==> config.mk <==
export PLATFORM = sky130hd
export DESIGN_NAME = lfu_cache_policy_unit
export DESIGN_NICKNAME = d
export VERILOG_FILES = /design/src/rtl/lfu_pkg.sv /design/src/rtl/lfu_slot_store.sv /design/src/rtl/lfu_scan_unit.sv /design/src/rtl/lfu_ctrl.sv /design/src/rtl/lfu_cache_policy_unit.sv
export SDC_FILE = /design/constraint.sdc
export NUM_CORES = 2
export LEC_CHECK = 0
export ABC_AREA = 1
export BUFFER_PORTS_ARGS = -buffer_cell sky130_fd_sc_hd__buf_4
export CORE_ASPECT_RATIO = 0.6
export CORE_MARGIN = 2
export CORE_UTILIZATION = 62
export DETAILED_ROUTE_END_ITERATION = 8
export PLACE_DENSITY_LB_ADDON = 0.2
export SYNTH_ARGS = -nofsm -noshare
export SYNTH_HDL_FRONTEND = slang
export SYNTH_SLANG_ARGS = --single-unit
==> constraint.sdc <==
create_clock -name clock -period 6.85 [get_ports clock]
set_input_delay 0 -clock clock [delete_from_list [all_inputs] [get_ports clock]]
set_output_delay 0 -clock clock [all_outputs]
set_load 0.02 [all_outputs]
==> src/rtl/lfu_pkg.sv <==
// Shared constants, types and state codes for the LFU cache policy unit.
package lfu_pkg;

   // Slot count and use counter width
   localparam int ENTRIES    = 16;
   localparam int COUNT_BITS = 16;

   // Derived widths
   localparam int IDX_W  = $clog2(ENTRIES);
   localparam int CNT_W  = IDX_W + 1;
   localparam int OCC_W  = $clog2(ENTRIES + 1);
   localparam int CAP_W  = 5;
   localparam int CAPE_W = (OCC_W > CAP_W) ? OCC_W : CAP_W;
   localparam int KEY_W  = 32;
   localparam int VAL_W  = 32;

   // Capacity register value after reset
   localparam logic [CAP_W-1:0] CAP_RESET = 5'd16;

   // Request codes
   localparam logic REQ_GET = 1'b0;
   localparam logic REQ_PUT = 1'b1;

   // Sequencer states
   typedef enum logic [1:0] {
      ST_IDLE,
      ST_SCAN,
      ST_RESP,
      ST_UPD
   } state_type;

   // What the update pass does
   typedef enum logic [1:0] {
      UPD_NONE,
      UPD_TOUCH,
      UPD_INSERT
   } upd_mode_type;

   // Registered slot read word
   typedef struct packed {
      logic                  vld;
      logic [IDX_W-1:0]      idx;
      logic                  valid;
      logic [KEY_W-1:0]      key;
      logic [VAL_W-1:0]      value;
      logic [COUNT_BITS-1:0] count;
      logic [IDX_W-1:0]      rank;
   } slot_rd_type;

   // Slot write command
   typedef struct packed {
      logic                  en;
      logic [IDX_W-1:0]      idx;
      logic                  valid;
      logic [KEY_W-1:0]      key;
      logic [VAL_W-1:0]      value;
      logic [COUNT_BITS-1:0] count;
      logic [IDX_W-1:0]      rank;
   } slot_wr_type;

   // Scan findings: key match, eviction candidate, first free slot
   typedef struct packed {
      logic                  hit;
      logic [IDX_W-1:0]      hit_idx;
      logic [VAL_W-1:0]      hit_value;
      logic [IDX_W-1:0]      hit_rank;
      logic                  vic_found;
      logic [IDX_W-1:0]      vic_idx;
      logic [COUNT_BITS-1:0] vic_count;
      logic [IDX_W-1:0]      vic_rank;
      logic                  free_found;
      logic [IDX_W-1:0]      free_idx;
   } scan_res_type;

endpackage

==> src/rtl/lfu_slot_store.sv <==
// Slot storage: valid flops plus key, value, count and rank arrays, one registered read port.
module lfu_slot_store (
   input  logic                 clock,
   input  logic                 reset,
   input  logic                 rd_en,
   input  logic [lfu_pkg::IDX_W-1:0] rd_idx,
   input  lfu_pkg::slot_wr_type wr,
   output lfu_pkg::slot_rd_type rd
);
   import lfu_pkg::*;

   logic [ENTRIES-1:0]    valid_ff;
   logic [KEY_W-1:0]      key_mem   [ENTRIES];
   logic [VAL_W-1:0]      value_mem [ENTRIES];
   logic [COUNT_BITS-1:0] count_mem [ENTRIES];
   logic [IDX_W-1:0]      rank_mem  [ENTRIES];
   slot_rd_type           rd_ff;

   // Valid bits: cleared by reset
   always_ff @(posedge clock) begin
      if (reset) begin
         valid_ff <= '0;
      end else if (wr.en) begin
         valid_ff[wr.idx] <= wr.valid;
      end
   end

   // Payload arrays: written only, no reset
   always_ff @(posedge clock) begin
      if (wr.en) begin
         key_mem[wr.idx]   <= wr.key;
         value_mem[wr.idx] <= wr.value;
         count_mem[wr.idx] <= wr.count;
         rank_mem[wr.idx]  <= wr.rank;
      end
   end

   // Registered read
   always_ff @(posedge clock) begin
      if (reset) begin
         rd_ff.vld <= 1'b0;
      end else begin
         rd_ff.vld <= rd_en;
      end
      rd_ff.idx   <= rd_idx;
      rd_ff.valid <= valid_ff[rd_idx];
      rd_ff.key   <= key_mem[rd_idx];
      rd_ff.value <= value_mem[rd_idx];
      rd_ff.count <= count_mem[rd_idx];
      rd_ff.rank  <= rank_mem[rd_idx];
   end

   assign rd = rd_ff;

endmodule

==> src/rtl/lfu_scan_unit.sv <==
// Shared compare unit: one slot per cycle against the key and the running (count, rank) minimum.
module lfu_scan_unit (
   input  logic                        clock,
   input  logic                        reset,
   input  logic                        clr,
   input  logic                        en,
   input  logic [lfu_pkg::KEY_W-1:0]   key,
   input  lfu_pkg::slot_rd_type        rd,
   output lfu_pkg::scan_res_type       res
);
   import lfu_pkg::*;

   scan_res_type res_ff;
   scan_res_type res_in;
   logic         key_eq;
   logic         lower;

   // One key compare and one (count, rank) compare
   assign key_eq = rd.valid && (rd.key == key);
   assign lower  = rd.valid && (!res_ff.vic_found || (rd.count < res_ff.vic_count) ||
                   ((rd.count == res_ff.vic_count) && (rd.rank < res_ff.vic_rank)));

   // Accumulate findings; first match and first free slot win
   always_comb begin
      res_in = res_ff;
      if (clr) begin
         res_in.hit        = 1'b0;
         res_in.vic_found  = 1'b0;
         res_in.free_found = 1'b0;
      end else if (en && rd.vld) begin
         if (key_eq && !res_ff.hit) begin
            res_in.hit       = 1'b1;
            res_in.hit_idx   = rd.idx;
            res_in.hit_value = rd.value;
            res_in.hit_rank  = rd.rank;
         end
         if (lower) begin
            res_in.vic_found = 1'b1;
            res_in.vic_idx   = rd.idx;
            res_in.vic_count = rd.count;
            res_in.vic_rank  = rd.rank;
         end
         if (!rd.valid && !res_ff.free_found) begin
            res_in.free_found = 1'b1;
            res_in.free_idx   = rd.idx;
         end
      end
   end

   always_ff @(posedge clock) begin
      if (reset) begin
         res_ff.hit        <= 1'b0;
         res_ff.vic_found  <= 1'b0;
         res_ff.free_found <= 1'b0;
      end else begin
         res_ff.hit        <= res_in.hit;
         res_ff.vic_found  <= res_in.vic_found;
         res_ff.free_found <= res_in.free_found;
      end
      res_ff.hit_idx   <= res_in.hit_idx;
      res_ff.hit_value <= res_in.hit_value;
      res_ff.hit_rank  <= res_in.hit_rank;
      res_ff.vic_idx   <= res_in.vic_idx;
      res_ff.vic_count <= res_in.vic_count;
      res_ff.vic_rank  <= res_in.vic_rank;
      res_ff.free_idx  <= res_in.free_idx;
   end

   assign res = res_ff;

endmodule

==> src/rtl/lfu_ctrl.sv <==
// Sequencer: request capture, scan and update passes, occupancy, capacity and result word.
module lfu_ctrl (
   input  logic                          clock,
   input  logic                          reset,
   input  logic                          start,
   output logic                          busy,
   input  logic                          req_type,
   input  logic [lfu_pkg::KEY_W-1:0]     req_lookup_key,
   input  logic [lfu_pkg::VAL_W-1:0]     req_write_value,
   input  logic                          csr_we,
   input  logic [lfu_pkg::CAP_W-1:0]     csr_wdata,
   output logic                          rsp_strobe,
   output logic                          rsp_hit,
   output logic [lfu_pkg::VAL_W-1:0]     rsp_read_value,
   output logic                          scan_clr,
   output logic                          scan_en,
   output logic [lfu_pkg::KEY_W-1:0]     scan_key,
   input  lfu_pkg::scan_res_type         scan_res,
   output logic                          rd_en,
   output logic [lfu_pkg::IDX_W-1:0]     rd_idx,
   input  lfu_pkg::slot_rd_type          rd,
   output lfu_pkg::slot_wr_type          wr
);
   import lfu_pkg::*;

   state_type             state_ff, state_in;
   logic [CNT_W-1:0]      cnt_ff, cnt_in;
   logic [OCC_W-1:0]      occ_ff, occ_in;
   logic [CAP_W-1:0]      cap_ff;
   logic                  put_ff;
   logic [KEY_W-1:0]      key_ff;
   logic [VAL_W-1:0]      wval_ff;
   upd_mode_type          mode_ff, mode_in;
   logic [IDX_W-1:0]      tgt_ff, tgt_in;
   logic [IDX_W-1:0]      close_ff, close_in;
   logic [IDX_W-1:0]      new_rank_ff, new_rank_in;
   logic                  evict_ff, evict_in;
   logic [IDX_W-1:0]      vic_ff;
   logic                  strobe_ff;
   logic                  hit_ff;
   logic [VAL_W-1:0]      value_ff;

   logic                  accept;
   logic                  pass_done;
   logic [CAPE_W-1:0]     cap_wide, cap_eff;
   logic                  cap_zero;
   logic                  occ_full;
   logic                  do_evict;
   logic [IDX_W-1:0]      ins_idx;

   assign accept    = start && (state_ff == ST_IDLE);
   assign pass_done = (cnt_ff == CNT_W'(ENTRIES));
   assign scan_key  = key_ff;

   // Effective capacity, clamped to the slot count
   assign cap_wide = CAPE_W'(cap_ff);
   assign cap_eff  = (cap_wide > CAPE_W'(ENTRIES)) ? CAPE_W'(ENTRIES) : cap_wide;
   assign cap_zero = (cap_ff == '0);
   assign occ_full = (CAPE_W'(occ_ff) >= cap_eff);
   assign do_evict = occ_full && scan_res.vic_found;

   // Insert slot: first free slot after the eviction
   always_comb begin
      if (do_evict && !(scan_res.free_found && (scan_res.free_idx < scan_res.vic_idx))) begin
         ins_idx = scan_res.vic_idx;
      end else begin
         ins_idx = scan_res.free_idx;
      end
   end

   // Next state
   always_comb begin
      state_in = state_ff;
      case (state_ff)
         ST_IDLE: begin
            if (start) state_in = ST_SCAN;
         end
         ST_SCAN: begin
            if (pass_done) state_in = ST_RESP;
         end
         ST_RESP: begin
            state_in = (mode_in == UPD_NONE) ? ST_IDLE : ST_UPD;
         end
         ST_UPD: begin
            if (pass_done) state_in = ST_IDLE;
         end
         default: state_in = ST_IDLE;
      endcase
   end

   // Sequencer outputs
   always_comb begin
      busy     = 1'b1;
      scan_clr = 1'b0;
      scan_en  = 1'b0;
      rd_en    = 1'b0;
      cnt_in   = cnt_ff;
      case (state_ff)
         ST_IDLE: begin
            busy     = 1'b0;
            scan_clr = accept;
            cnt_in   = '0;
         end
         ST_SCAN: begin
            scan_en = 1'b1;
            rd_en   = !pass_done;
            cnt_in  = pass_done ? '0 : cnt_ff + CNT_W'(1);
         end
         ST_RESP: begin
            cnt_in = '0;
         end
         ST_UPD: begin
            rd_en  = !pass_done;
            cnt_in = pass_done ? cnt_ff : cnt_ff + CNT_W'(1);
         end
         default: begin
            cnt_in = '0;
         end
      endcase
   end

   assign rd_idx = cnt_ff[IDX_W-1:0];

   // Decide the update pass from the scan findings
   always_comb begin
      mode_in     = UPD_NONE;
      tgt_in      = scan_res.hit_idx;
      close_in    = scan_res.hit_rank;
      new_rank_in = IDX_W'(occ_ff - OCC_W'(1));
      evict_in    = 1'b0;
      occ_in      = occ_ff;
      if (scan_res.hit) begin
         if (!(put_ff && cap_zero)) mode_in = UPD_TOUCH;
      end else if (put_ff && !cap_zero) begin
         mode_in  = UPD_INSERT;
         tgt_in   = ins_idx;
         close_in = scan_res.vic_rank;
         evict_in = do_evict;
         if (do_evict) begin
            new_rank_in = IDX_W'(occ_ff - OCC_W'(1));
         end else begin
            new_rank_in = IDX_W'(occ_ff);
            occ_in      = occ_ff + OCC_W'(1);
         end
      end
   end

   // Slot rewrite during the update pass
   always_comb begin
      wr.en    = (state_ff == ST_UPD) && rd.vld;
      wr.idx   = rd.idx;
      wr.valid = rd.valid;
      wr.key   = rd.key;
      wr.value = rd.value;
      wr.count = rd.count;
      wr.rank  = rd.rank;
      case (mode_ff)
         UPD_TOUCH: begin
            if (rd.idx == tgt_ff) begin
               wr.rank = new_rank_ff;
               if (rd.count != '1) wr.count = rd.count + COUNT_BITS'(1);
               if (put_ff) wr.value = wval_ff;
            end else if (rd.valid && (rd.rank > close_ff)) begin
               wr.rank = rd.rank - IDX_W'(1);
            end
         end
         UPD_INSERT: begin
            if (rd.idx == tgt_ff) begin
               wr.valid = 1'b1;
               wr.key   = key_ff;
               wr.value = wval_ff;
               wr.count = COUNT_BITS'(1);
               wr.rank  = new_rank_ff;
            end else if (evict_ff && (rd.idx == vic_ff)) begin
               wr.valid = 1'b0;
            end else if (evict_ff && rd.valid && (rd.rank > close_ff)) begin
               wr.rank = rd.rank - IDX_W'(1);
            end
         end
         default: begin
            wr.en = 1'b0;
         end
      endcase
   end

   // Control registers
   always_ff @(posedge clock) begin
      if (reset) begin
         state_ff  <= ST_IDLE;
         cnt_ff    <= '0;
         occ_ff    <= '0;
         cap_ff    <= CAP_RESET;
         mode_ff   <= UPD_NONE;
         strobe_ff <= 1'b0;
      end else begin
         state_ff  <= state_in;
         cnt_ff    <= cnt_in;
         strobe_ff <= (state_ff == ST_RESP);
         if (csr_we) cap_ff <= csr_wdata;
         if (state_ff == ST_RESP) begin
            occ_ff  <= occ_in;
            mode_ff <= mode_in;
         end
      end
   end

   // Request capture, update plan and result word
   always_ff @(posedge clock) begin
      if (accept) begin
         put_ff  <= (req_type == REQ_PUT);
         key_ff  <= req_lookup_key;
         wval_ff <= req_write_value;
      end
      if (state_ff == ST_RESP) begin
         tgt_ff      <= tgt_in;
         close_ff    <= close_in;
         new_rank_ff <= new_rank_in;
         evict_ff    <= evict_in;
         vic_ff      <= scan_res.vic_idx;
         hit_ff      <= scan_res.hit;
         value_ff    <= scan_res.hit ? scan_res.hit_value : '0;
      end
   end

   assign rsp_strobe     = strobe_ff;
   assign rsp_hit        = hit_ff;
   assign rsp_read_value = value_ff;

endmodule

==> src/rtl/lfu_cache_policy_unit.sv <==
// Top level of the LFU cache policy unit with recency tie-break.
// Start is taken only while idle. The result word is registered after the scan pass; busy
// spans an update pass too on a hit or an insert, save a put hit at zero capacity; the single
// read port of the slot store is swept once to scan and once to update.
// Results are shown for one cycle with rsp_strobe; the receiver cannot stall.
// Synchronous reset empties the store, zeroes occupancy and sets capacity to 16.
module lfu_cache_policy_unit (
   input  logic        clock,
   input  logic        reset,
   input  logic        start,
   output logic        busy,
   input  logic        req_type,
   input  logic [31:0] req_lookup_key,
   input  logic [31:0] req_write_value,
   input  logic        csr_we,
   input  logic [4:0]  csr_wdata,
   output logic        rsp_strobe,
   output logic        rsp_hit,
   output logic [31:0] rsp_read_value
);
   import lfu_pkg::*;

   slot_rd_type      rd;
   slot_wr_type      wr;
   scan_res_type     scan_res;
   logic             rd_en;
   logic [IDX_W-1:0] rd_idx;
   logic             scan_clr;
   logic             scan_en;
   logic [KEY_W-1:0] scan_key;

   lfu_slot_store u_store (
      .clock  (clock),
      .reset  (reset),
      .rd_en  (rd_en),
      .rd_idx (rd_idx),
      .wr     (wr),
      .rd     (rd)
   );

   lfu_scan_unit u_scan (
      .clock (clock),
      .reset (reset),
      .clr   (scan_clr),
      .en    (scan_en),
      .key   (scan_key),
      .rd    (rd),
      .res   (scan_res)
   );

   lfu_ctrl u_ctrl (
      .clock           (clock),
      .reset           (reset),
      .start           (start),
      .busy            (busy),
      .req_type        (req_type),
      .req_lookup_key  (req_lookup_key),
      .req_write_value (req_write_value),
      .csr_we          (csr_we),
      .csr_wdata       (csr_wdata),
      .rsp_strobe      (rsp_strobe),
      .rsp_hit         (rsp_hit),
      .rsp_read_value  (rsp_read_value),
      .scan_clr        (scan_clr),
      .scan_en         (scan_en),
      .scan_key        (scan_key),
      .scan_res        (scan_res),
      .rd_en           (rd_en),
      .rd_idx          (rd_idx),
      .rd              (rd),
      .wr              (wr)
   );

endmodule

==> impl_results.md <==
- Outcome: completed
- GR met1 Demand/Resource: between 40% and 50%
- Slowest CP cell: nor2_4
- Setup-failing EPs final: 0
- Clock latency on the worst-skew pair: 0.79 ns
- Ranking of synthesized cells by area: edfxtp_1, o21ai_0, nor2_1
- Row count: 92
- Die ar.: ~110000 µm²
- FFs w/ async S/R, synth: 0%
- Period Utilization, post-route: between 50 and 60%
- Vias in the first global route: around 41000
- Commonest cells in the synthesized netlist: edfxtp_1, nor2_1, o21ai_0, nand2_1, inv_1
- Syn Inst Count: ~5200
- Tightest Pin Transition: between 1 and 1.5 ns
- Post-Route WL: 171 mm
- Worst Hold Slack: ~0.038 ns
- Avg Inst Size Synth: 12.6 µm²
- Worst min-delay path category: primary input to flop
- Number of synthesized flops with an enable pin: 1527
- Setup Buffers After CTS: 0
- CP top delay family: simple AND/OR/NAND/NOR gates
- Placed Area: 67600 µm²
- Syn_nets: around 5300
- MaxCap Viol Count: 0
- CP endpoint kind: flop
- Layer with the highest usage: met1
- RR Startpoint: u_ctrl.mode_ff[0]$_SDFFE_PP0P_
- FMAX: about 260 MHz
- H-tree depth: 4
- Post-DP HPWL: between 80 and 90 mm
- Hold path start: reset
- Clock-pin slew on the worst setup and hold paths: 0.07 ns
- Startpoint Class: flop
- Crit-path cells: inv_1 -> ha_1 -> nor3_1 -> nand3_1 -> nor2_4 -> buf_4 -> nand3_1 -> o211ai_1 -> inv_1
- # nets final: between 5000 and 6000
- Unrepaired setup endpoints after global routing: no
- Top-count cell post-synth: edfxtp_1
- Routability cong.: around 0.89
- Area Growth Syn to Fin: 13.2%
- Port Buffer Count: between 100 and 150
- Synth cell types: 43
- Count of yosys warnings during synthesis: 0
- CP Class: flop to flop
- Worst Path Required: about 7.5 ns
- Synth Flop Type: edfxtp_1
- DR WL/cell: around 25 µm
- DP Cell Count: between 6000 and 7000
- Crit Path Max Fanout: 37
- Slowest stage delay, CP: 0.84 ns
- First-pass GRT wire length: 254 mm
- Crit path buffers/inverters: 3
- # DRC: 0
- Width of the die: roughly 420 µm
- 1st-iter DRT viols: 6606
- Skew final: about 0.026 ns
- Fraction of layout cells with a size suffix above 1: 8.51%
- Via-to-Cell Ratio: 6.29
- Cell Pwr Density: about 280 nW/µm²
- CTS Root Cell: clkbuf_16
- Leakage: 25.7 nW
- Crit path launch: u_ctrl.mode_ff[0]$_SDFFE_PP0P_
- CTS tree: done
- Max Transition Viols Final: 0
- Yosys top cell area share: a little over 70%
- Area leader, netlist: edfxtp_1
- CORE AREA: ~100000 µm²
- GR Layer Usage met2: 45.6%
- Die Y: roughly 260 µm
- Initial Util: between 60% and 70%
- Fin crit period: ~3.8 ns
- Post-Syn Area: roughly 65000 µm²
- GRT Total Usage: between 30% and 40%
- Largest net degree at the start of global routing: 185
- Initial antenna violation count: 2
- Final std cell area, no fill: between 70000 and 80000 µm²
- Grt ovf: 0
- Final hold vios: 0
- Fillers: roughly 6900
- Total clock sinks: around 1700
- Crit path DAT: approximately 4.5 ns
- CTS Buf Count: roughly 150
- Setup TNS: 0 ns
- Vias: ~43000
- Finished Core Util: 70.5%
- Deepest clock path buffer count: 3
- Peak VDD IR: ~320 µV
- Register bit total from synthesis: roughly 1700
- Met3 Track Usage GR: ~6.4%
- # IOs: between 100 and 150
- Register area share after synthesis: between 70% and 80%
- Fin cells: between 6000 and 7000
- Max_slew headroom: under 10%
- # resized after CTS: 0
- Initial DRT Pass Iterations: 9
- Number of nets still failing antenna checks after routing: 0
## routing by layer
layer,vias to the layer above,share of wire [%],routed length (µm)
met2,2778,43,74300
met1,21100,41,70400
li1,19200,-,-
met3,291,13,21800
met4,2,2.6,4390
met5,-,0.0076,13
## layout make-up
class | instances | area, µm² | area share [%]
Clock buffer | 193 | 4000 | 5.43
Antenna cell | 1 | 2.50 | 0.00339
Clock inverter | 77 | 647 | 0.877
Timing Repair Buffer | 351 | 3250 | 4.40
Inverter | 260 | 998 | 1.35
Sequential cell | 1656 | 48500 | 65.7
Tap cell | 1410 | 1760 | 2.39
Multi-Input combinational cell | 2937 | 14600 | 19.9
## cell usage in the layout (no fill, tap or decap), types with 149 or more instances in the layout
cell	Yosys	routed
buf_4	2	179
clkbuf_16	0	149
dlygate4sd3_1	0	154
edfxtp_1	1527	1527
inv_1	253	251
nand2_1	566	566
nand3_1	232	232
nor2_1	782	762
o21ai_0	761	755
o22ai_1	226	226
## timing repair
action / in CTS / in global routing
hold buffers: 154 / 0
endpoints found under the hold margin: 131 / 0
endpoints found under the setup margin: 0 / 0
## flip-flops by register name (all words and copies together) (netlist names), 2 cells and up
name,cells
u_ctrl.scan_key,32
u_store.value_mem,512
u_store.rd,90
u_ctrl.mode_ff,2
u_store.rank_mem,64
u_ctrl.close_ff,4
u_scan.res,71
u_store.count_mem,256
u_ctrl.cap_ff,5
u_store.valid_ff,16
u_ctrl.occ_ff,5
u_ctrl.new_rank_ff,4
u_ctrl.cnt_ff,5
u_ctrl.state_ff,2
u_ctrl.tgt_ff,4
u_ctrl.rsp_read_value,32
u_store.key_mem,512
u_ctrl.wval_ff,32
u_ctrl.vic_ff,4
## logic make-up after synthesis
family / count (synthesis) / share of synthesized area, %
buffers and inverters: 569 / 3.44
xor gates and xnor gates: 23 / 0.309
muxes: 1 / 0.0154
DFF: 1656 / 74.3
adders and majority gates: 39 / 0.749
AOI/OAI and AO/OA: 1239 / 11.0
and+or+nand+nor: 1635 / 10.1
## worst min-delay path, stage by stage
cell,delay [ns]
dlygate4sd3_1,0.52
buf_4,0.18
a21oi_1,0.05
## where the power goes
part	internal [mW]	switching (mW)	total (mW)
clock	4.45	3.67	8.12
combinational	0.369	0.873	1.24
sequential	11.2	0.124	11.3
## final timing paths
check                                     end  slack [ns]  cells past startpoint
min reg2reg          u_scan.res[63]$_DFFE_PP_        0.43                      0
max          u_store.valid_ff[5]$_SDFFE_PP0P_        3.06                      9
min             u_ctrl.occ_ff[3]$_SDFFE_PP0P_        0.04                      3
max reg2reg  u_store.valid_ff[5]$_SDFFE_PP0P_        3.06                      9
## through the flow
stage,total power [mW],setup WS [ns]
after floorplan,12.3,1.35
after global placement,12.7,3.23
after detailed placement,12.7,3.16
after CTS,20.7,3.13
after global routing,21.3,2.85
final,20.7,3.06
Note: power is estimated with default switching activity, not from simulation.
